`src/rtl/dtsg_pkg.sv`:
```
// ----------------------------------------------------------------------------
// dtsg_pkg
// Shared widths, register indexes, word types and the quarter-wave sine table
// of the dual tone sine generator.
// ----------------------------------------------------------------------------
package dtsg_pkg;

   localparam int PHASE_BITS     = 32;
   localparam int SINE_ADDR_BITS = 10;
   localparam int SAMPLE_BITS    = 16;
   localparam int GAIN_BITS      = 16;
   localparam int CSR_DATA_BITS  = 32;
   localparam int CSR_INDEX_BITS = 3;

   localparam int QUAD_BITS = SINE_ADDR_BITS - 2;
   localparam int QLEN      = 1 << QUAD_BITS;
   localparam int MAG_BITS  = SAMPLE_BITS - 1;

   // register indexes
   localparam logic [CSR_INDEX_BITS-1:0] REG_PHASE_STEP_A = 3'd0;
   localparam logic [CSR_INDEX_BITS-1:0] REG_PHASE_STEP_B = 3'd1;
   localparam logic [CSR_INDEX_BITS-1:0] REG_GAIN_A       = 3'd2;
   localparam logic [CSR_INDEX_BITS-1:0] REG_GAIN_B       = 3'd3;
   localparam logic [CSR_INDEX_BITS-1:0] REG_OUTPUT_MODE  = 3'd4;

   localparam logic [GAIN_BITS-1:0] GAIN_A_RESET = 16'd26214;
   localparam logic [GAIN_BITS-1:0] GAIN_B_RESET = 16'd9830;

   localparam logic MODE_STEREO = 1'b0;
   localparam logic MODE_TEST   = 1'b1;

   typedef struct packed {
      logic [PHASE_BITS-1:0] phase_step_a;
      logic [PHASE_BITS-1:0] phase_step_b;
      logic [GAIN_BITS-1:0]  gain_a;
      logic [GAIN_BITS-1:0]  gain_b;
      logic                  output_mode;
   } cfg_type;

   // table addresses of both tones for one frame
   typedef struct packed {
      logic [SINE_ADDR_BITS-1:0] addr_a;
      logic [SINE_ADDR_BITS-1:0] addr_b;
   } frame_word_type;

   typedef logic [QLEN:0][MAG_BITS-1:0] sine_rom_type;

   // first quadrant magnitudes, Q30 odd polynomial rounded half up
   function automatic sine_rom_type build_sine_rom();
      sine_rom_type rom;
      logic [63:0]  u;
      logic [63:0]  u2;
      logic [63:0]  p;
      logic [63:0]  s;
      logic [63:0]  v;
      logic [63:0]  top;
      top = (64'd1 << MAG_BITS) - 64'd1;
      for (int i = 0; i <= QLEN; i++) begin
         u  = 64'(i) << (30 - QUAD_BITS);
         u2 = (u * u) >> 30;
         p  = 64'd3864;
         p  = 64'd172272 - ((p * u2) >> 30);
         p  = 64'd5026995 - ((p * u2) >> 30);
         p  = 64'd85569306 - ((p * u2) >> 30);
         p  = 64'd693598668 - ((p * u2) >> 30);
         p  = 64'd1686629713 - ((p * u2) >> 30);
         s  = (p * u) >> 30;
         v  = (s + (64'd1 << (30 - SAMPLE_BITS))) >> (31 - SAMPLE_BITS);
         if (v > top) begin
            v = top;
         end
         rom[i] = v[MAG_BITS-1:0];
      end
      return rom;
   endfunction

   localparam sine_rom_type SINE_ROM = build_sine_rom();

endpackage

```
`src/rtl/dtsg_front.sv`:
```
// ----------------------------------------------------------------------------
// dtsg_front
// Accepts frame ticks, applies restart and advances both phase accumulators,
// handing the table addresses of each frame to the queue.
// ----------------------------------------------------------------------------
module dtsg_front import dtsg_pkg::*; (
   input  logic           clock,
   input  logic           reset,
   input  cfg_type        cfg,
   input  logic           req_valid,
   input  logic           req_restart,
   input  logic           queue_full,
   output logic           push,
   output frame_word_type push_word
);

   logic [PHASE_BITS-1:0] acc_a_ff, acc_a_in;
   logic [PHASE_BITS-1:0] acc_b_ff, acc_b_in;
   logic [PHASE_BITS-1:0] phase_a;
   logic [PHASE_BITS-1:0] phase_b;

   assign push = req_valid & ~queue_full;

   // restart zeroes before the frame is produced
   assign phase_a = req_restart ? '0 : acc_a_ff;
   assign phase_b = req_restart ? '0 : acc_b_ff;

   assign push_word.addr_a = phase_a[PHASE_BITS-1 -: SINE_ADDR_BITS];
   assign push_word.addr_b = phase_b[PHASE_BITS-1 -: SINE_ADDR_BITS];

   always_comb begin
      acc_a_in = acc_a_ff;
      acc_b_in = acc_b_ff;
      if (push) begin
         acc_a_in = phase_a + cfg.phase_step_a;
         acc_b_in = phase_b + cfg.phase_step_b;
      end
   end

   always_ff @(posedge clock) begin
      if (reset) begin
         acc_a_ff <= '0;
         acc_b_ff <= '0;
      end else begin
         acc_a_ff <= acc_a_in;
         acc_b_ff <= acc_b_in;
      end
   end

endmodule

```
`config.mk`:
```
export PLATFORM = sky130hd
export DESIGN_NAME = dtsg_front
export DESIGN_NICKNAME = d
export VERILOG_FILES = /design/src/rtl/dtsg_pkg.sv /design/src/rtl/dtsg_front.sv
export SDC_FILE = /design/constraint.sdc
export NUM_CORES = 1
export LEC_CHECK = 0
export ABC_CLOCK_PERIOD_IN_PS = 5200
export BUFFER_PORTS_ARGS = -buffer_cell sky130_fd_sc_hd__buf_4
export CAP_MARGIN = 20
export CORE_MARGIN = 5
export CORE_UTILIZATION = 55
export CTS_BUF_LIST = sky130_fd_sc_hd__clkbuf_16
export CTS_CLUSTER_DIAMETER = 200
export CTS_CLUSTER_SIZE = 20
export DETAILED_ROUTE_END_ITERATION = 10
export PLACE_DENSITY_LB_ADDON = 0.2
export SLEW_MARGIN = 20
export SYNTH_ARGS = -nofsm -noshare
export SYNTH_HDL_FRONTEND = slang
export SYNTH_SLANG_ARGS = --single-unit
```
`constraint.sdc`:
```
create_clock -name clock -period 5.2 [get_ports clock]
set_input_delay 0.78 -clock clock [delete_from_list [all_inputs] [get_ports clock]]
set_output_delay 0.78 -clock clock [all_outputs]
set_load 0.02 [all_outputs]
```
# ---- Yosys cells after proc, flatten, opt, wreduce, memory -nomap -nowiden
# Cells that the tools add are included.
dict set report classes {
  muxes 2
  bitwise 2
  addsub 2
}
# cell count
set ops {}
lappend ops {{$add A32 B32 Y32} 2}
lappend ops {{$mux W32} 2}
lappend ops {{$and A1 B1 Y1} 1}
lappend ops {{$not A1 Y1} 1}
dict set report totals {
  output_inout_bits 21
  in_bits 102
  reg_bits 64
}

# ---- Depth between registers and ports, before layout
dict set report logic_depth {
  word_depth 2
  ltp_mapped 13
  mapped_depth_nobuf 11
}

# ---- Least setup slack after synthesis
# No wires, ideal clock.
dict set report synth_timing {
  path_kind {input-to-reg}
  start {input req_restart}
  end {register acc_a_ff[28]}
  setup_ps 120
  path_slack_ps 1596
  t_arrival_ps 3484
  n_path_buf 2
  cell_stages 13
  cell_sequence {clkbuf_1 -> clkbuf_1 -> nor2b_1 -> ha_1 -> fa_1 -> a211oi_2 -> o21ai_1 -> a21oi_2 -> o21ai_2 -> a21oi_4 -> o21bai_2 -> o211a_1 -> a211o_1}
}
dict set report synth_between {
  elab_chain_cells 2
}
# element line
set synth_lines {}
lappend synth_lines {{from (decl)} dtsg_front.sv:11} ;# input logic req_restart,
lappend synth_lines {{$mux W32} dtsg_front.sv:25} ;# assign phase_a = req_restart ? '0 : acc_a_ff;
lappend synth_lines {{$add A32 B32 Y32} dtsg_front.sv:35} ;# acc_a_in = phase_a + cfg.phase_step_a;
lappend synth_lines {{to (signal assigned)} dtsg_front.sv:45} ;# acc_a_ff <= acc_a_in;
lappend synth_lines {{to (decl)} dtsg_front.sv:17} ;# logic [PHASE_BITS-1:0] acc_a_ff, acc_a_in;
# Every way passes these cells.
# A chain may end at the register's enable or synchronous reset.

# ---- Final worst setup path
dict set report layout_timing {
  start {input req_restart}
  end {register acc_b_ff[24]}
}
dict set report layout_between {
  elab_chain_cells 2
}
# element line
set layout_lines {}
lappend layout_lines {{$mux W32} dtsg_front.sv:26} ;# assign phase_b = req_restart ? '0 : acc_b_ff;
lappend layout_lines {{$add A32 B32 Y32} dtsg_front.sv:36} ;# acc_b_in = phase_b + cfg.phase_step_b;
lappend layout_lines {{to (signal assigned)} dtsg_front.sv:46} ;# acc_b_ff <= acc_b_in;
lappend layout_lines {{to (decl)} dtsg_front.sv:18} ;# logic [PHASE_BITS-1:0] acc_b_ff, acc_b_in;
# Every way passes these cells.

==> metrics.md <==
| Metric | Value |
|---|---|
| Ports | `123` |
| WL final | `15700 µm` |
| Max VDD drop | `about 0.14 mV` |
| Tot Pwr | `about 1.5 mW` |
| CP Capture Type | `flop` |
| Layout cells sized above 1 | `15.0%` |
| Vias in the first global route | `about 5900` |
| Setup-failing EPs final | `0` |
| Post-CTS Hold Fix Bufs | `0` |
| Die Wd | `about 110 µm` |
| Post-synthesis adder-cell area fraction | `a little over an eighth` |
| Main combinational cell family by area after synthesis | `compound AO/OA/AOI/OAI gates` |
| Initial Utilization | `between 50% and 60%` |
| Syn. warnings | `0` |
| Row count | `38` |
| Drt initial violations | `388` |
| First-pass GRT wire length | `26400 µm` |
| Routed wire length per instance | `roughly 15 µm` |
| #FFs+latches synth | `between 60 and 70` |
| Syn Area/Cell | `7.44 µm²` |
| Hpwl dp | `11600 µm` |
| Clock Latency Late Sink | `0.33 ns` |
| Leakage | `around 3.2 nW` |
| Post-CTS Setup Bufs | `0` |
| PortBufs | `between 80 and 90` |
| Synthesized net count | `about 980` |
| GPL Wtd Cong | `0.889` |
| Antenna Cells | `0` |
| Die height | `around 110 µm` |
| Startpoint Class | `input pin` |
| Top FF cell, synth | `dfxtp_1` |
| Share of flip-flops with an asynchronous set or reset | `0%` |
| Part of the cycle the worst path needs | `roughly two thirds` |
| Worst-margin pin slew | `between 0.9 and 1 ns` |
| Vias | `between 6000 and 7000` |
| Worst-path fanout max | `31` |
| Cells after synthesis | `about 800` |
| Max-slew headroom | `between 30% and 40%` |
| Compound-Gate Fraction of Synth Area | `29.9%` |
| Nets | `1044` |
| Root Driver | `clkbuf_16` |
| Placed cell count | `~1000` |
| Vias/cell | `approximately 5.9` |
| Achievable frequency | `286 MHz` |
| XOR/XNOR Fraction of Synth Area | `between 6 and 7%` |
| Initial antenna violation count | `0` |
| Fin area | `between 7000 and 8000 µm²` |
| Most frequent cells in the layout | `nand2_1, a21oi_1, buf_4` |
| CTS clock-pin slew for the worst setup and hold paths | `around 0.050 ns` |
| First drt pass iteration count | `5` |
| Outcome | `finished clean` |
| DR DRC count | `0` |
| Share of synthesized cell area in and, or, nand and nor gates | `between 20% and 30%` |
| Critical Setup Path Class | `input pin to flop` |
| Mux cell area share after synthesis | `less than 1%` |
| Library cells used by synthesis | `70` |
| Die area | `about 13000 µm²` |
| Cts repair resizes | `0` |
| Grt ovf | `0` |
| CTS max path bufs | `2` |
| Cell Area, Synth | `around 6000 µm²` |
| Sequential share of the synthesized area | `21.2%` |
| GRT Overall Usage | `24.1%` |
| Power per cell area | `210 nW/µm²` |
| Setup_tns | `0 ns` |
| Core area | `approximately 11000 µm²` |
| Max-cap violations | `0` |
| Post-route ant nets | `0` |
| CTS H-tree depth | `3` |
| Final setup skew | `0.00431 ns` |
| Worst path arrival time | `3.71 ns` |
| Max-slew violation count | `0` |
| Commonest non-fill, non-tap cell in the layout | `nand2_1` |
| Post-synth EDFFs | `0` |
| Req. time, crit path | `approximately 5.4 ns` |
| RSZ-0062 raised after global routing | `no` |
| Non-Filler Instances | `approximately 1000` |
| DP Area | `around 6800 µm²` |
| Clock sinks | `64` |
| Worst Hold Class | `flop to flop` |
| TritonCTS buffer count | `9` |
| # fillers | `951` |
| Final Hold Viols | `0` |
| Min Clock Period, post-route | `roughly 3.5 ns` |
| Largest net degree at the start of global routing | `54` |
| CTS tree | `yes` |
| Layout area overhead | `16.3%` |
[area by class of cell]
cell class              count  area [µm²]  area share, %
multi-input cells         687        4520           64.4
flip-flops and latches     64        1280           18.3
inverters                  21        78.8           1.12
repair buffers             95         713           10.2
clock inverters             6        22.5          0.321
clock buffers               9         225           3.21
well taps                 140         175           2.50
[synth_stat cells (all sizes together), types with 3 or more instances]
cell type	n	share of area [%]
a211o	6	0.87
a211oi	15	2.2
a21o	31	3.9
a21oi	99	8.6
a221oi	3	0.54
a31oi	11	1.5
and3	11	1.1
buf	10	0.79
clkbuf	29	1.8
dfxtp	64	21
ha	62	13
inv	20	1.2
nand2	123	7.7
nand3	16	1.3
nand3b	3	0.37
nand4	13	1.3
nor2	46	2.9
nor2b	69	7.2
nor3	12	1.0
o211ai	10	1.4
o21a	6	0.75
o21ai	49	4.3
o21bai	11	1.5
o31ai	7	1.3
or3	3	0.31
xnor2	24	3.5
xor2	19	2.8
[registers in the layout (all words and copies together) (netlist names)]
| signal | count |
|---|---|
| acc_a_ff | 32 |
| acc_b_ff | 32 |
[stage by stage]
stage | hold WS (ns) | setup WS, ns | util (%)
2_1_floorplan | 0.417 | 1.60 | -
3_3_place_gp | 0.427 | 1.51 | 62.7
3_5_place_dp | 0.435 | 1.46 | 62.7
4_1_cts | 0.446 | 1.75 | 65.0
5_1_grt | 0.461 | 1.48 | 65.0
6_report | 0.444 | 1.70 | 65.0
[cell families after synthesis]
kind of cell	count (synthesis)
and+or+nand+nor	310
AOI/OAI and AO/OA	269
muxes	1
xor gates and xnor gates	43
buffers and inverters	60
adders and majority gates	64
DFF	64
[worst max-delay path: stages]
cell      delay (ns)
buf_4           0.32
buf_4           0.32
nor2b_1         0.10
ha_1            0.39
a21oi_1         0.26
o221ai_1        0.16
a21oi_1         0.33
o21ai_1         0.19
a21oi_1         0.35
o21ai_1         0.15
a311o_1         0.36
[per-layer routing]
| metal | track usage [%] | up-vias | wire [µm] |
|---|---|---|---|
| met5 | 0 | - | 0 |
| met4 | 7.90 | 0 | 303 |
| met1 | 30.2 | 2797 | 7140 |
| met3 | 3.95 | 24 | 862 |
| li1 | - | 3049 | - |
| met2 | 42.1 | 157 | 7430 |
[power by group]
| group | switching (mW) | leakage (nW) | internal [mW] | total [mW] |
|---|---|---|---|---|
| registers | 0.0128 | 0.524 | 0.522 | 0.535 |
| clock network | 0.215 | 0.135 | 0.309 | 0.524 |
| logic | 0.238 | 2.57 | 0.179 | 0.417 |
[worst paths after layout]
check,start,to,slack [ns],cells past startpoint
worst max register to register,acc_b_ff[0]$_SDFFE_PP0P_,acc_b_ff[24]$_SDFFE_PP0P_,2.21,10
worst min register to register,acc_b_ff[15]$_SDFFE_PP0P_,acc_b_ff[15]$_SDFFE_PP0P_,0.44,2
worst min-delay path,acc_b_ff[15]$_SDFFE_PP0P_,acc_b_ff[15]$_SDFFE_PP0P_,0.44,2
worst max-delay path,req_restart,acc_b_ff[24]$_SDFFE_PP0P_,1.70,11
Note: power is estimated with default switching activity, not from simulation.
