===== config.mk =====
export PLATFORM = sky130hd
export DESIGN_NAME = dtsg_queue
export DESIGN_NICKNAME = d
export VERILOG_FILES = /design/src/rtl/dtsg_pkg.sv /design/src/rtl/dtsg_queue.sv
export SDC_FILE = /design/constraint.sdc
export NUM_CORES = 1
export LEC_CHECK = 0
export BUFFER_PORTS_ARGS = -buffer_cell sky130_fd_sc_hd__buf_2
export CELL_PAD_IN_SITES_DETAIL_PLACEMENT = 0
export CELL_PAD_IN_SITES_GLOBAL_PLACEMENT = 1
export CORE_MARGIN = 2
export CORE_UTILIZATION = 42
export CTS_CLUSTER_DIAMETER = 200
export CTS_CLUSTER_SIZE = 14
export DETAILED_ROUTE_END_ITERATION = 10
export GPL_TIMING_DRIVEN = 0
export PLACE_DENSITY = 0.87
export SETUP_SLACK_MARGIN = 0.5
export SLEW_MARGIN = 20
export SYNTH_ARGS = -nofsm -noshare
export SYNTH_HDL_FRONTEND = slang
export SYNTH_SLANG_ARGS = --single-unit
export TNS_END_PERCENT = 10

===== constraint.sdc =====
create_clock -name clock -period 1.91 [get_ports clock]
set_input_delay 0.382 -clock clock [delete_from_list [all_inputs] [get_ports clock]]
set_output_delay 0.382 -clock clock [all_outputs]
set_load 0.03 [all_outputs]

===== src/rtl/dtsg_pkg.sv =====
// ----------------------------------------------------------------------------
// dtsg_pkg
// Shared widths, register indexes, word types and the quarter-wave sine table
// of the dual tone sine generator.
// ----------------------------------------------------------------------------
package dtsg_pkg;

   localparam int PHASE_BITS     = 32;
   localparam int SINE_ADDR_BITS = 10;
   localparam int SAMPLE_BITS    = 16;
   localparam int GAIN_BITS      = 16;
   localparam int CSR_DATA_BITS  = 32;
   localparam int CSR_INDEX_BITS = 3;

   localparam int QUAD_BITS = SINE_ADDR_BITS - 2;
   localparam int QLEN      = 1 << QUAD_BITS;
   localparam int MAG_BITS  = SAMPLE_BITS - 1;

   // register indexes
   localparam logic [CSR_INDEX_BITS-1:0] REG_PHASE_STEP_A = 3'd0;
   localparam logic [CSR_INDEX_BITS-1:0] REG_PHASE_STEP_B = 3'd1;
   localparam logic [CSR_INDEX_BITS-1:0] REG_GAIN_A       = 3'd2;
   localparam logic [CSR_INDEX_BITS-1:0] REG_GAIN_B       = 3'd3;
   localparam logic [CSR_INDEX_BITS-1:0] REG_OUTPUT_MODE  = 3'd4;

   localparam logic [GAIN_BITS-1:0] GAIN_A_RESET = 16'd26214;
   localparam logic [GAIN_BITS-1:0] GAIN_B_RESET = 16'd9830;

   localparam logic MODE_STEREO = 1'b0;
   localparam logic MODE_TEST   = 1'b1;

   typedef struct packed {
      logic [PHASE_BITS-1:0] phase_step_a;
      logic [PHASE_BITS-1:0] phase_step_b;
      logic [GAIN_BITS-1:0]  gain_a;
      logic [GAIN_BITS-1:0]  gain_b;
      logic                  output_mode;
   } cfg_type;

   // table addresses of both tones for one frame
   typedef struct packed {
      logic [SINE_ADDR_BITS-1:0] addr_a;
      logic [SINE_ADDR_BITS-1:0] addr_b;
   } frame_word_type;

   typedef logic [QLEN:0][MAG_BITS-1:0] sine_rom_type;

   // first quadrant magnitudes, Q30 odd polynomial rounded half up
   function automatic sine_rom_type build_sine_rom();
      sine_rom_type rom;
      logic [63:0]  u;
      logic [63:0]  u2;
      logic [63:0]  p;
      logic [63:0]  s;
      logic [63:0]  v;
      logic [63:0]  top;
      top = (64'd1 << MAG_BITS) - 64'd1;
      for (int i = 0; i <= QLEN; i++) begin
         u  = 64'(i) << (30 - QUAD_BITS);
         u2 = (u * u) >> 30;
         p  = 64'd3864;
         p  = 64'd172272 - ((p * u2) >> 30);
         p  = 64'd5026995 - ((p * u2) >> 30);
         p  = 64'd85569306 - ((p * u2) >> 30);
         p  = 64'd693598668 - ((p * u2) >> 30);
         p  = 64'd1686629713 - ((p * u2) >> 30);
         s  = (p * u) >> 30;
         v  = (s + (64'd1 << (30 - SAMPLE_BITS))) >> (31 - SAMPLE_BITS);
         if (v > top) begin
            v = top;
         end
         rom[i] = v[MAG_BITS-1:0];
      end
      return rom;
   endfunction

   localparam sine_rom_type SINE_ROM = build_sine_rom();

endpackage


===== src/rtl/dtsg_queue.sv =====
// ----------------------------------------------------------------------------
// dtsg_queue
// Two-entry queue of frame words between the front and the back.
// ----------------------------------------------------------------------------
module dtsg_queue import dtsg_pkg::*; (
   input  logic           clock,
   input  logic           reset,
   input  logic           push,
   input  frame_word_type push_word,
   input  logic           pop,
   output logic           full,
   output logic           empty,
   output frame_word_type head_word
);

   frame_word_type mem_ff [2];
   logic           wr_ptr_ff, wr_ptr_in;
   logic           rd_ptr_ff, rd_ptr_in;
   logic [1:0]     count_ff, count_in;

   assign full      = (count_ff == 2'd2);
   assign empty     = (count_ff == 2'd0);
   assign head_word = mem_ff[rd_ptr_ff];

   always_comb begin
      wr_ptr_in = push ? ~wr_ptr_ff : wr_ptr_ff;
      rd_ptr_in = pop ? ~rd_ptr_ff : rd_ptr_ff;
      count_in  = count_ff;
      if (push && !pop) begin
         count_in = count_ff + 2'd1;
      end else if (pop && !push) begin
         count_in = count_ff - 2'd1;
      end
   end

   always_ff @(posedge clock) begin
      if (push) begin
         mem_ff[wr_ptr_ff] <= push_word;
      end
   end

   always_ff @(posedge clock) begin
      if (reset) begin
         wr_ptr_ff <= 1'b0;
         rd_ptr_ff <= 1'b0;
         count_ff  <= 2'd0;
      end else begin
         wr_ptr_ff <= wr_ptr_in;
         rd_ptr_ff <= rd_ptr_in;
         count_ff  <= count_in;
      end
   end

endmodule


# Word-level counts from Yosys, hierarchy flattened
# Memory sizes are Yosys's and may differ from the RTL's. A register that Yosys moved wholly into a read port is not among the register bits.
# Cells that the tools add are included.
classes:
  add_sub_neg: 2
  mul: 0
  div: 0
  n_lt_le_gt_ge: 0
  n_eq_ne: 1
  shifts: 0
  mux: 6
  n_bitwise: 2
  n_reduce_logical: 6
op_table:
  columns: ["cell", "n"]
  rows:
  - ["1-bit two-way mux", 4]
  - ["2-bit two-way mux", 2]
  - ["2-bit by 1-bit adder with 2-bit output, second input constant", 1]
  - ["2-bit equality test, second input constant", 1]
  - ["1-bit logical AND", 2]
  - ["1-bit zero test", 2]
  - ["2-bit zero test", 1]
  - ["1-bit NOT", 2]
  - ["2-bit nonzero test", 1]
  - ["2-bit by 1-bit subtractor with 2-bit output, second input constant", 1]
totals:
  register_bits: 4
  latch_bits: 0
  ram_bits: 40
  romBits: 0
  word_cells: 21
  n_memories: 1
memory_table:
  columns: ["name", "words", "word_bits", "rd", "rd_ports_with_merged_regs", "wr", "line_no", "rtl"]
  rows:
  - ["mem_ff", 2, 20, 1, 1, 1, "dtsg_queue.sv:16", "frame_word_type mem_ff [2];"]

# Depth between registers and ports, before layout
# Gate-level depths: netlist (run 1).
logic_depth:
  depth_word: 4
  mapped_depth: 5
  mapped_depth_nobuf: 5

# Worst setup path before layout (run 1)
# OpenSTA, ideal clock, no wires.
synth_path:
  kind: "input-to-reg"
  startpoint: "input port push"
  endpoint: "memory mem_ff[0][0] in the netlist's numbering (enable)"
  setup_ns: 0.399
  t_arrival_ns: 1.317
  path_slack_ns: 0.194
  stages: 1
  n_path_buf: 0
  path_cell_list: "nor2b_1"
synth_via:
  elab_chain_cells: 2
synth_rtl:
  columns: ["item", "line_no", "rtl"]
  rows:
  - ["start: declaration", "dtsg_queue.sv:8", "input logic push,"]
  - ["1-bit two-way mux", "dtsg_queue.sv:37", "if (push) begin"]
  - ["1-bit two-way mux (implied by the code)", "dtsg_queue.sv:38", "mem_ff[wr_ptr_ff] <= push_word;"]
  - ["end: declaration", "dtsg_queue.sv:16", null]
# Every way passes these cells.

==> results of run 1 <==
## metrics by stage
step	total power, W	util (%)	worst slack, ps	instance area, sq um	hold WS, ps
floorplan	0.001414	-	561.1	1647	451.1
global placement	0.001508	51.99	168.9	1932	478.6
detailed placement	0.001520	51.99	154.3	1932	504.1
CTS	0.002309	61.38	233.1	2281	270.5
global route	0.002371	61.38	204.8	2281	266.0
finish	0.002287	61.38	246.1	2281	276.6
## sequential cells by signal, summed over array words and instances (netlist names), named ones only
signal / cells
count_ff: 2
mem_ff: 40
rd_ptr_ff: 1
wr_ptr_ff: 1
## area by class of cell
class / count / area, sq um
fillers: 275 / 1435
clock buffers: 6 / 72.57
repair buffers: 47 / 372.9
plain buffers: 2 / 26.28
inverters: 1 / 3.754
flip-flops and latches: 45 / 1305
multi-input cells: 36 / 406.6
well taps: 48 / 60.06
clock inverters: 2 / 33.78
## critical path: stages (launching register included)
cell,delay (ps)
dfxtp_4,400
buf_6,140
mux2_4,310
buf_6,140
## synthesized netlist by cell type
cell	n	area share [%]
a21oi_1	1	0.30
and2_1	1	0.38
and2b_2	1	0.53
buf_2	2	0.61
dfxtp_1	5	6.1
edfxtp_1	40	73
ha_1	1	0.76
inv_1	1	0.23
mux2_2	20	14
nor2_1	5	1.1
nor2b_1	1	0.38
o21ai_0	1	0.30
or3_1	1	0.38
xnor2_1	2	1.1
xor2_1	2	1.1
## cell families after synthesis
logic type               after synthesis
AND/OR/NAND/NOR                        9
XOR/XNOR                               4
flip-flops                            45
AO/OA/AOI/OAI                          2
multiplexers                          20
adder cells (fa/ha/maj)                1
buffers and inverters                  3
## power by group
| part | switching [W] | total [W] | leakage, nW | internal (W) |
|---|---|---|---|---|
| Sequential | 0.0000275 | 0.00117 | 0.418 | 0.00114 |
| Clock | 0.000283 | 0.000669 | 0.0528 | 0.000386 |
| Combinational | 0.000230 | 0.000447 | 0.449 | 0.000217 |
## worst min path at each step
stage,startpoint,to,depth (start not counted)
finish,push_word[0],mem_ff[1][0],1
global placement,count_ff[1],count_ff[1],2
floorplan,reset,count_ff[1],1
global route,push_word[19],mem_ff[0][19],1
detailed placement,rd_ptr_ff,rd_ptr_ff,2
CTS,push_word[0],mem_ff[0][0],1
## what timing repair did
| item | in CTS | in global routing |
|---|---|---|
| gates cloned | 2 | 0 |
| resized for setup | 71 | 0 |
| setup buffers | 0 | 0 |
| setup endpoints to repair | 61 | 61 |
## cells in the final DEF (no fill, tap or decap)
cell / n
xor2_1: 2
ha_1: 1
nor2b_2: 1
or3_1: 1
clkbuf_1: 1
and2b_2: 1
nor2_1: 5
a21oi_1: 1
inv_1: 1
and2_1: 1
mux2_4: 20
o21ai_0: 1
buf_6: 23
dfxtp_1: 4
edfxtp_1: 40
buf_2: 25
dfxtp_4: 1
xnor2_1: 2
clkinv_1: 1
bufinv_16: 1
clkbuf_8: 5
buf_8: 1
## per-layer routing
layer	share of wire (%)	vias up	track usage, %	routed length [um]
met5	0	-	0	0
met4	1.3	0	6.122	35
met3	5.0	3	4.561	137
met2	54	24	23.50	1471
met1	40	416	15.39	1081
li1	-	422	-	-
==> flow_summary.json, run 1 <==
{
  "synth_top_family_by_area": "multiplexers",
  "antenna_found_initial": 0,
  "first_iter_violations": 36,
  "clock_sinks": 45,
  "syn_inst": 84,
  "die_area_sq_um": 4431,
  "dpl.hpwl_um": 1736,
  "io_buffers": 45,
  "diodes": 0,
  "syn_area_per_cell_sq_um": 19.57,
  "nNetsFinal": 163,
  "fp.coreArea_sq_um": 3716,
  "io_pins": 46,
  "drt_pass1_iterations": 4,
  "reg2reg_to": "mem_ff[1][5]",
  "die_h_um": 66.57,
  "ir_drop_uv": 474.6,
  "worst_ep_arrival_time_ps": 1280,
  "wirelength_um": 2726,
  "synth_fa_ha_area_share_pct": 0.7610,
  "skew_ps": 5.192,
  "die_w_um": 66.57,
  "grt-ovfl-total": 0,
  "rows": 22,
  "drc": 0,
  "cts_tree": "built",
  "crit_fanout": 5,
  "slew_headroom_pct": 33.14,
  "vias_per_cell": 4.626,
  "r2r_slack_ps": 360,
  "grt_pass1_vias": 912,
  "synth_compound_area_share_pct": 0.6088,
  "crit_end": "head_word[16]",
  "reg2reg_from": "wr_ptr_ff",
  "ys_seq_elements": 45,
  "finalNonFillerCells": 187,
  "area_delta_synth_final_pct": 38.74,
  "clk_latency_ps": 280,
  "power.leakage_nw": 0.9196,
  "vias": 865,
  "hold_violations": 0,
  "post-route-period-util_pct": 87.11,
  "crit_type": "flip-flop to output port",
  "final_antenna_net_count": 0,
  "grt_util_all_layers_pct": 13.68,
  "setup_viol": 0,
  "ctsHoldBuffers": 0,
  "synth_fp_nets": 109,
  "end_kind": "output port",
  "cp_data_required_time_ps": 1530,
  "drv_slew": 0,
  "gp_congestion": 0.6519,
  "grt_first_pass_wirelength_um": 4181,
  "synth_warnings": 0,
  "cts.clk_slew.worst_paths_ps": 80,
  "synth-simple-area-share_pct": 2.816,
  "place_inst": 177,
  "tightest_slew_ps": 998.3,
  "synthMuxAreaShare_pct": 13.70,
  "syn_area_sq_um": 1644,
  "worstRegToRegCells": 1,
  "fmax_mhz": 601.0,
  "cts_made_buffers": 5,
  "ctsRootBufferMaster": "clkbuf_8",
  "holdCritPathClass": "primary input to flip-flop",
  "synthXorXnorAreaFrac_pct": 2.131,
  "start_util_pct": 44.24,
  "grt_max_degree": 21,
  "critPathLaunchType": "flip-flop",
  "ys_types": 15,
  "yosysSeqAreaShare_pct": 79.15,
  "rsz0062_at_grt": "yes",
  "cap_violations": 0,
  "totalNegativeSetupSlack_ps": 0,
  "h-tree-depth": 2,
  "wire_per_inst_um": 14.58,
  "drive_above_1_share_pct": 56.12,
  "p_per_area_nw_per_um2": 1003,
  "clk_path_buf_depth": 2,
  "outcome": "finished clean",
  "layout_min_cycle_time_ps": 1664
}
Power figures use the tool's default switching activity.
==> run 2, diff against run 1 <==
--- a/config.mk
+++ b/config.mk
@@ -14,7 +14,7 @@
 export CTS_CLUSTER_SIZE = 14
 export DETAILED_ROUTE_END_ITERATION = 10
 export GPL_TIMING_DRIVEN = 0
-export PLACE_DENSITY = 0.87
+export PLACE_DENSITY_LB_ADDON = 0.3
 export SETUP_SLACK_MARGIN = 0.5
 export SLEW_MARGIN = 20
 export SYNTH_ARGS = -nofsm -noshare
==> run 2 against run 1 <==
Net effect:
- global-route usage shrank 1.5 points
- sequential power about the same
- routed wire length fell by 1.8%
- non-clock buffer count stayed put
- flip-flop and latch count is the same
- first-iteration DRC count is 5.6% lower
- critical path depth unchanged
- combinational power rose by 1%
- sequential share of layout area fell by 0.28 points
==> flow_summary.json, run 2 (synthesized netlist as in run 1, its figures left out) <==
{
  "outcome": "finished clean",
  "first_iter_violations": 34,
  "die_area_sq_um": 4431,
  "grt_pass1_vias": 841,
  "ctsHoldBuffers": 0,
  "die_h_um": 66.57,
  "drv_slew": 0,
  "internal_power_w": 0.001746,
  "ctsRootBufferMaster": "clkbuf_8",
  "p_comb_share_pct": 19.8,
  "final_antenna_net_count": 0,
  "p_per_area_nw_per_um2": 995.0,
  "worstRegToRegCells": 1,
  "cts_made_buffers": 5,
  "worst_ep_arrival_time_ps": 1300,
  "final_cell_mix": "40 x edfxtp_1, 25 x buf_2, 22 x buf_6",
  "crit_fanout": 5,
  "largest_reg_flops": 40,
  "cts.clk_slew.worst_paths_ps": 80,
  "cp_data_required_time_ps": 1530,
  "regMostFlops": "mem_ff",
  "hold_slack_ps": 279.4,
  "drive_above_1_share_pct": 57.25,
  "wirelength_um": 2676,
  "place_inst": 177,
  "tightest_slew_ps": 1015,
  "final_util_pct": 61.68,
  "final_common_cell": "edfxtp_1",
  "cts_setup_buffers": 0,
  "wire_per_inst_um": 14.39,
  "drc": 0,
  "start_util_pct": 44.24,
  "fp.coreArea_sq_um": 3716,
  "crit_type": "flip-flop to output port",
  "io_buffers": 45,
  "gp_congestion": 0.6146,
  "grt-ovfl-total": 0,
  "totalNegativeSetupSlack_ps": 0,
  "grt_first_pass_wirelength_um": 3719,
  "rsz0062_at_grt": "yes",
  "fmax_mhz": 596.1,
  "diodes": 0,
  "dpl.hpwl_um": 1714,
  "holdCritPathClass": "primary input to flip-flop",
  "vias": 881,
  "drt_pass1_iterations": 4,
  "grt_util_all_layers_pct": 12.19,
  "clock_power_share_pct": 28.8,
  "vias_per_cell": 4.737,
  "layout_min_cycle_time_ps": 1677,
  "clock_sinks": 45,
  "antenna_found_initial": 0,
  "multi_input_area_sq_um": 406.6,
  "slew_headroom_pct": 32.00,
  "switching_power_w": 0.0005349,
  "post-route-period-util_pct": 87.83,
  "pre_cts_slack_ps": 151.2,
  "seqPwrFrac_pct": 51.3,
  "clk_path_buf_depth": 2,
  "slowest_stage": "dfxtp_4",
  "io_pins": 46,
  "switching_share_pct": 23.45,
  "ir_drop_uv": 725.4,
  "setup_viol": 0,
  "rows": 22,
  "grt_max_degree": 21,
  "power.leakage_nw": 0.9261,
  "h-tree-depth": 2,
  "area_delta_synth_final_pct": 39.42,
  "finalNonFillerCells": 186,
  "critPathLaunchType": "flip-flop",
  "hold_violations": 0,
  "end_kind": "output port",
  "holdPathStages": 1,
  "cap_violations": 0,
  "fillCellCount": 285,
  "top_regs": "mem_ff x40, count_ff x2",
  "setup_ws_ps": 232.5,
  "die_w_um": 66.57,
  "clk_latency_ps": 290,
  "critical_path.max_stage_delay_ps": 400,
  "crit_chain": "clkbuf_16 > mux2_4 > buf_6",
  "register_area_sq_um": 1305,
  "skew_ps": 7.218,
  "cts_tree": "built",
  "nNetsFinal": 163
}
[run 2: per-layer routing]
| metal | wire (um) | global-route usage (%) |
|---|---|---|
| met2 | 1456 | 21.13 |
| met3 | 139 | 3.378 |
| met5 | 0 | 0 |
| met1 | 1036 | 12.66 |
| met4 | 44 | 8.418 |
[run 2: worst paths after layout]
path / from / endpoint / slack (ps)
worst max-delay path: flip-flop / head_word[6] / 230
worst min-delay path: push_word[19] / mem_ff[1][19] / 280
worst max register to register: wr_ptr_ff / mem_ff[0][18] / 390
worst min register to register: rd_ptr_ff / rd_ptr_ff / 520
[run 2: critical path: cells and delay by family (launching register included)]
family   cells  cell delay (ps)
buf+inv      2              300
flops        1              400
mux          1              300
[run 2: power groups by stage]
stage / Combinational [W] / Clock, W / Sequential (W)
6_report: 0.000452 / 0.000658 / 0.00117
5_1_grt: 0.000478 / 0.000707 / 0.00118
4_1_cts: 0.000363 / 0.000672 / 0.00117
3_5_place_dp: 0.000333 / 0 / 0.00119
3_3_place_gp: 0.000326 / 0 / 0.00118
2_1_floorplan: 0.000235 / 0 / 0.00118
[run 2: repair_timing]
item                                    in CTS  in global routing
endpoints found under the setup margin      61                 61
endpoints found under the hold margin        0                  0
gates resized for setup                     19                 65
gates cloned                                 1                  1
[run 2: area by class of cell]
type | count | area share [%]
Tap cell | 48 | 2.620
Sequential cell | 45 | 56.93
Inverter | 1 | 0.1638
Buffer | 2 | 1.146
Clock inverter | 2 | 1.528
Clock buffer | 5 | 3.002
Timing Repair Buffer | 47 | 16.87
Multi-Input combinational cell | 36 | 17.74
[run 2: metrics by stage]
step / total power, W / area, sq um
2_1_floorplan: 0.001414 / 1647
3_3_place_gp: 0.001508 / 1932
3_5_place_dp: 0.001519 / 1932
4_1_cts: 0.002202 / 2098
5_1_grt: 0.002363 / 2292
6_report: 0.002281 / 2292
==> run 3, diff against run 2 <==
--- a/config.mk
+++ b/config.mk
@@ -14,7 +14,7 @@
 export CTS_CLUSTER_SIZE = 14
 export DETAILED_ROUTE_END_ITERATION = 10
 export GPL_TIMING_DRIVEN = 0
-export PLACE_DENSITY_LB_ADDON = 0.3
+export PLACE_DENSITY = 0.84
 export SETUP_SLACK_MARGIN = 0.5
 export SLEW_MARGIN = 20
 export SYNTH_ARGS = -nofsm -noshare
==> run 3 against run 2 <==
Net effect:
- sequential power hardly changed
- flip-flop and latch count unchanged
- core utilization fell by 0.30 points
- count of clock-buffer cells in the layout stayed put
- global-route usage rose by 2.6 points
- die area stayed put
- clock skew shrank 0.53 ps
- first-iteration DRC count is 26% higher
- critical path depth stayed put
- critical path type unchanged
- largest power group unchanged
==> flow_summary.json, run 3 (synthesized netlist as in run 1, its figures left out) <==
{
  "holdCritPathClass": "primary input to flip-flop",
  "top_regs": "mem_ff x40, count_ff x2",
  "setup_viol": 0,
  "power.leakage_nw": 0.9174,
  "worstRegToRegCells": 1,
  "grt_first_pass_wirelength_um": 4602,
  "cp_data_required_time_ps": 1530,
  "vias_per_cell": 4.813,
  "internal_power_w": 0.001744,
  "post-route-period-util_pct": 87.18,
  "worst_ep_arrival_time_ps": 1280,
  "regMostFlops": "mem_ff",
  "io_pins": 46,
  "grt_pass1_vias": 966,
  "slew_headroom_pct": 32.03,
  "clk_latency_ps": 290,
  "area_delta_synth_final_pct": 38.74,
  "register_area_sq_um": 1305,
  "multi_input_area_sq_um": 406.6,
  "grt_max_degree": 21,
  "grt_util_all_layers_pct": 14.76,
  "cts_setup_buffers": 0,
  "p_comb_share_pct": 19.4,
  "cts_tree": "built",
  "switching_power_w": 0.0005580,
  "skew_ps": 6.688,
  "crit_fanout": 5,
  "setup_ws_ps": 245.0,
  "cap_violations": 0,
  "final_cell_mix": "40 x edfxtp_1, 25 x buf_2, 24 x buf_6",
  "ir_drop_uv": 476.7,
  "die_h_um": 66.57,
  "vias": 900,
  "end_kind": "output port",
  "cp_common_cell": "buf_6",
  "outcome": "finished clean",
  "first_iter_violations": 43,
  "drt_pass1_iterations": 4,
  "reg2reg_to": "mem_ff[0][6]",
  "antenna_found_initial": 0,
  "p_per_area_nw_per_um2": 1009,
  "start_util_pct": 44.24,
  "rows": 22,
  "r2r_slack_ps": 390,
  "switching_share_pct": 24.24,
  "clock_power_share_pct": 29.7,
  "drive_above_1_share_pct": 56.83,
  "reg2reg_from": "wr_ptr_ff",
  "slowest_stage": "dfxtp_4",
  "crit_end": "head_word[11]",
  "crit_type": "flip-flop to output port",
  "critical_path.max_stage_delay_ps": 390,
  "h-tree-depth": 2,
  "drv_slew": 0,
  "diodes": 0,
  "wire_per_inst_um": 15.48,
  "dpl.hpwl_um": 1855,
  "ctsHoldBuffers": 0,
  "fp.coreArea_sq_um": 3716,
  "fmax_mhz": 600.6,
  "die_w_um": 66.57,
  "clk_path_buf_depth": 2,
  "ctsRootBufferMaster": "clkbuf_8",
  "layout_min_cycle_time_ps": 1665,
  "critPathLaunchType": "flip-flop",
  "final_common_cell": "edfxtp_1",
  "die_area_sq_um": 4431,
  "cts_made_buffers": 5,
  "tightest_slew_ps": 1015,
  "totalNegativeSetupSlack_ps": 0,
  "rsz0062_at_grt": "yes",
  "nNetsFinal": 163,
  "io_buffers": 45,
  "pre_cts_slack_ps": 141.2,
  "gp_congestion": 0.6327,
  "grt-ovfl-total": 0,
  "clock_sinks": 45,
  "crit_chain": "buf_6 > mux2_4 > buf_6",
  "drc": 0,
  "seqPwrFrac_pct": 50.9,
  "cts.clk_slew.worst_paths_ps": 80,
  "wirelength_um": 2895,
  "final_antenna_net_count": 0,
  "fillCellCount": 305,
  "largest_reg_flops": 40,
  "hold_violations": 0
}
run 3: cell count changes in the layout (fill, tap and decap cells not counted):
cell and delta:
buf_6 +2, buf_8 -1, clkbuf_16 -1, clkinv_1 +1
clkinv_2 -1, clkinvlp_4 +1
run 3: per-stage QoR:
step / utilization, % / total power [W] / hold slack (ps) / cell area (sq um) / cells
6_report: 61.38 / 0.002302 / 272.0 / 2281 / 187
5_1_grt: 61.38 / 0.002397 / 253.5 / 2281 / 187
4_1_cts: 61.38 / 0.002322 / 265.3 / 2281 / 187
3_5_place_dp: 51.99 / 0.001523 / 525.8 / 1932 / 177
3_3_place_gp: 51.99 / 0.001508 / 479.3 / 1932 / 177
2_1_floorplan: - / 0.001414 / 451.1 / 1647 / 84
run 3: layout make-up:
| type | instances | area share, % |
|---|---|---|
| Inverter | 1 | 0.1646 |
| Tap cell | 48 | 2.633 |
| Timing Repair Buffer | 47 | 16.35 |
| Multi-Input combinational cell | 36 | 17.83 |
| Clock inverter | 3 | 1.810 |
| Buffer | 2 | 0.9874 |
| Sequential cell | 45 | 57.21 |
| Clock buffer | 5 | 3.017 |
run 3: power groups by stage:
| stage | combinational [W] | sequential [W] | clock, W |
|---|---|---|---|
| final | 0.000448 | 0.00117 | 0.000683 |
| after floorplan | 0.000235 | 0.00118 | 0 |
| after CTS | 0.000451 | 0.00117 | 0.000698 |
| after global routing | 0.000472 | 0.00118 | 0.000745 |
| after detailed placement | 0.000335 | 0.00119 | 0 |
| after global placement | 0.000326 | 0.00118 | 0 |
run 3: worst max-delay path: cells and delay by family, from the launching register on:
family   cells  cell delay (ps)
buf+inv      2              290
flops        1              390
mux          1              310
run 3: what timing repair did:
action,4_1_cts,5_1_grt
resized for setup,70,0
cloned,2,0
pin swaps,0,0
setup endpoints to repair,61,61
run 3: worst min path at each step:
stage	startpoint	end	slack, ps	cells past startpoint
after floorplan	reset	count_ff[1]	450	1
after global placement	count_ff[1]	count_ff[1]	480	2
after detailed placement	count_ff[1]	count_ff[1]	530	2
after CTS	push_word[0]	mem_ff[0][0]	270	1
after global routing	push_word[15]	mem_ff[0][15]	250	1
final	push_word[11]	mem_ff[0][11]	270	1
run 3: metal layers:
metal | routed length (um) | vias to the layer above | part of all wire [%] | track usage [%]
li1 | - | 424 | - | -
met4 | 36 | 0 | 1.2 | 5.357
met3 | 181 | 5 | 6.3 | 5.574
met2 | 1579 | 32 | 55 | 25.37
met1 | 1099 | 439 | 38 | 16.67
met5 | 0 | - | 0 | 0
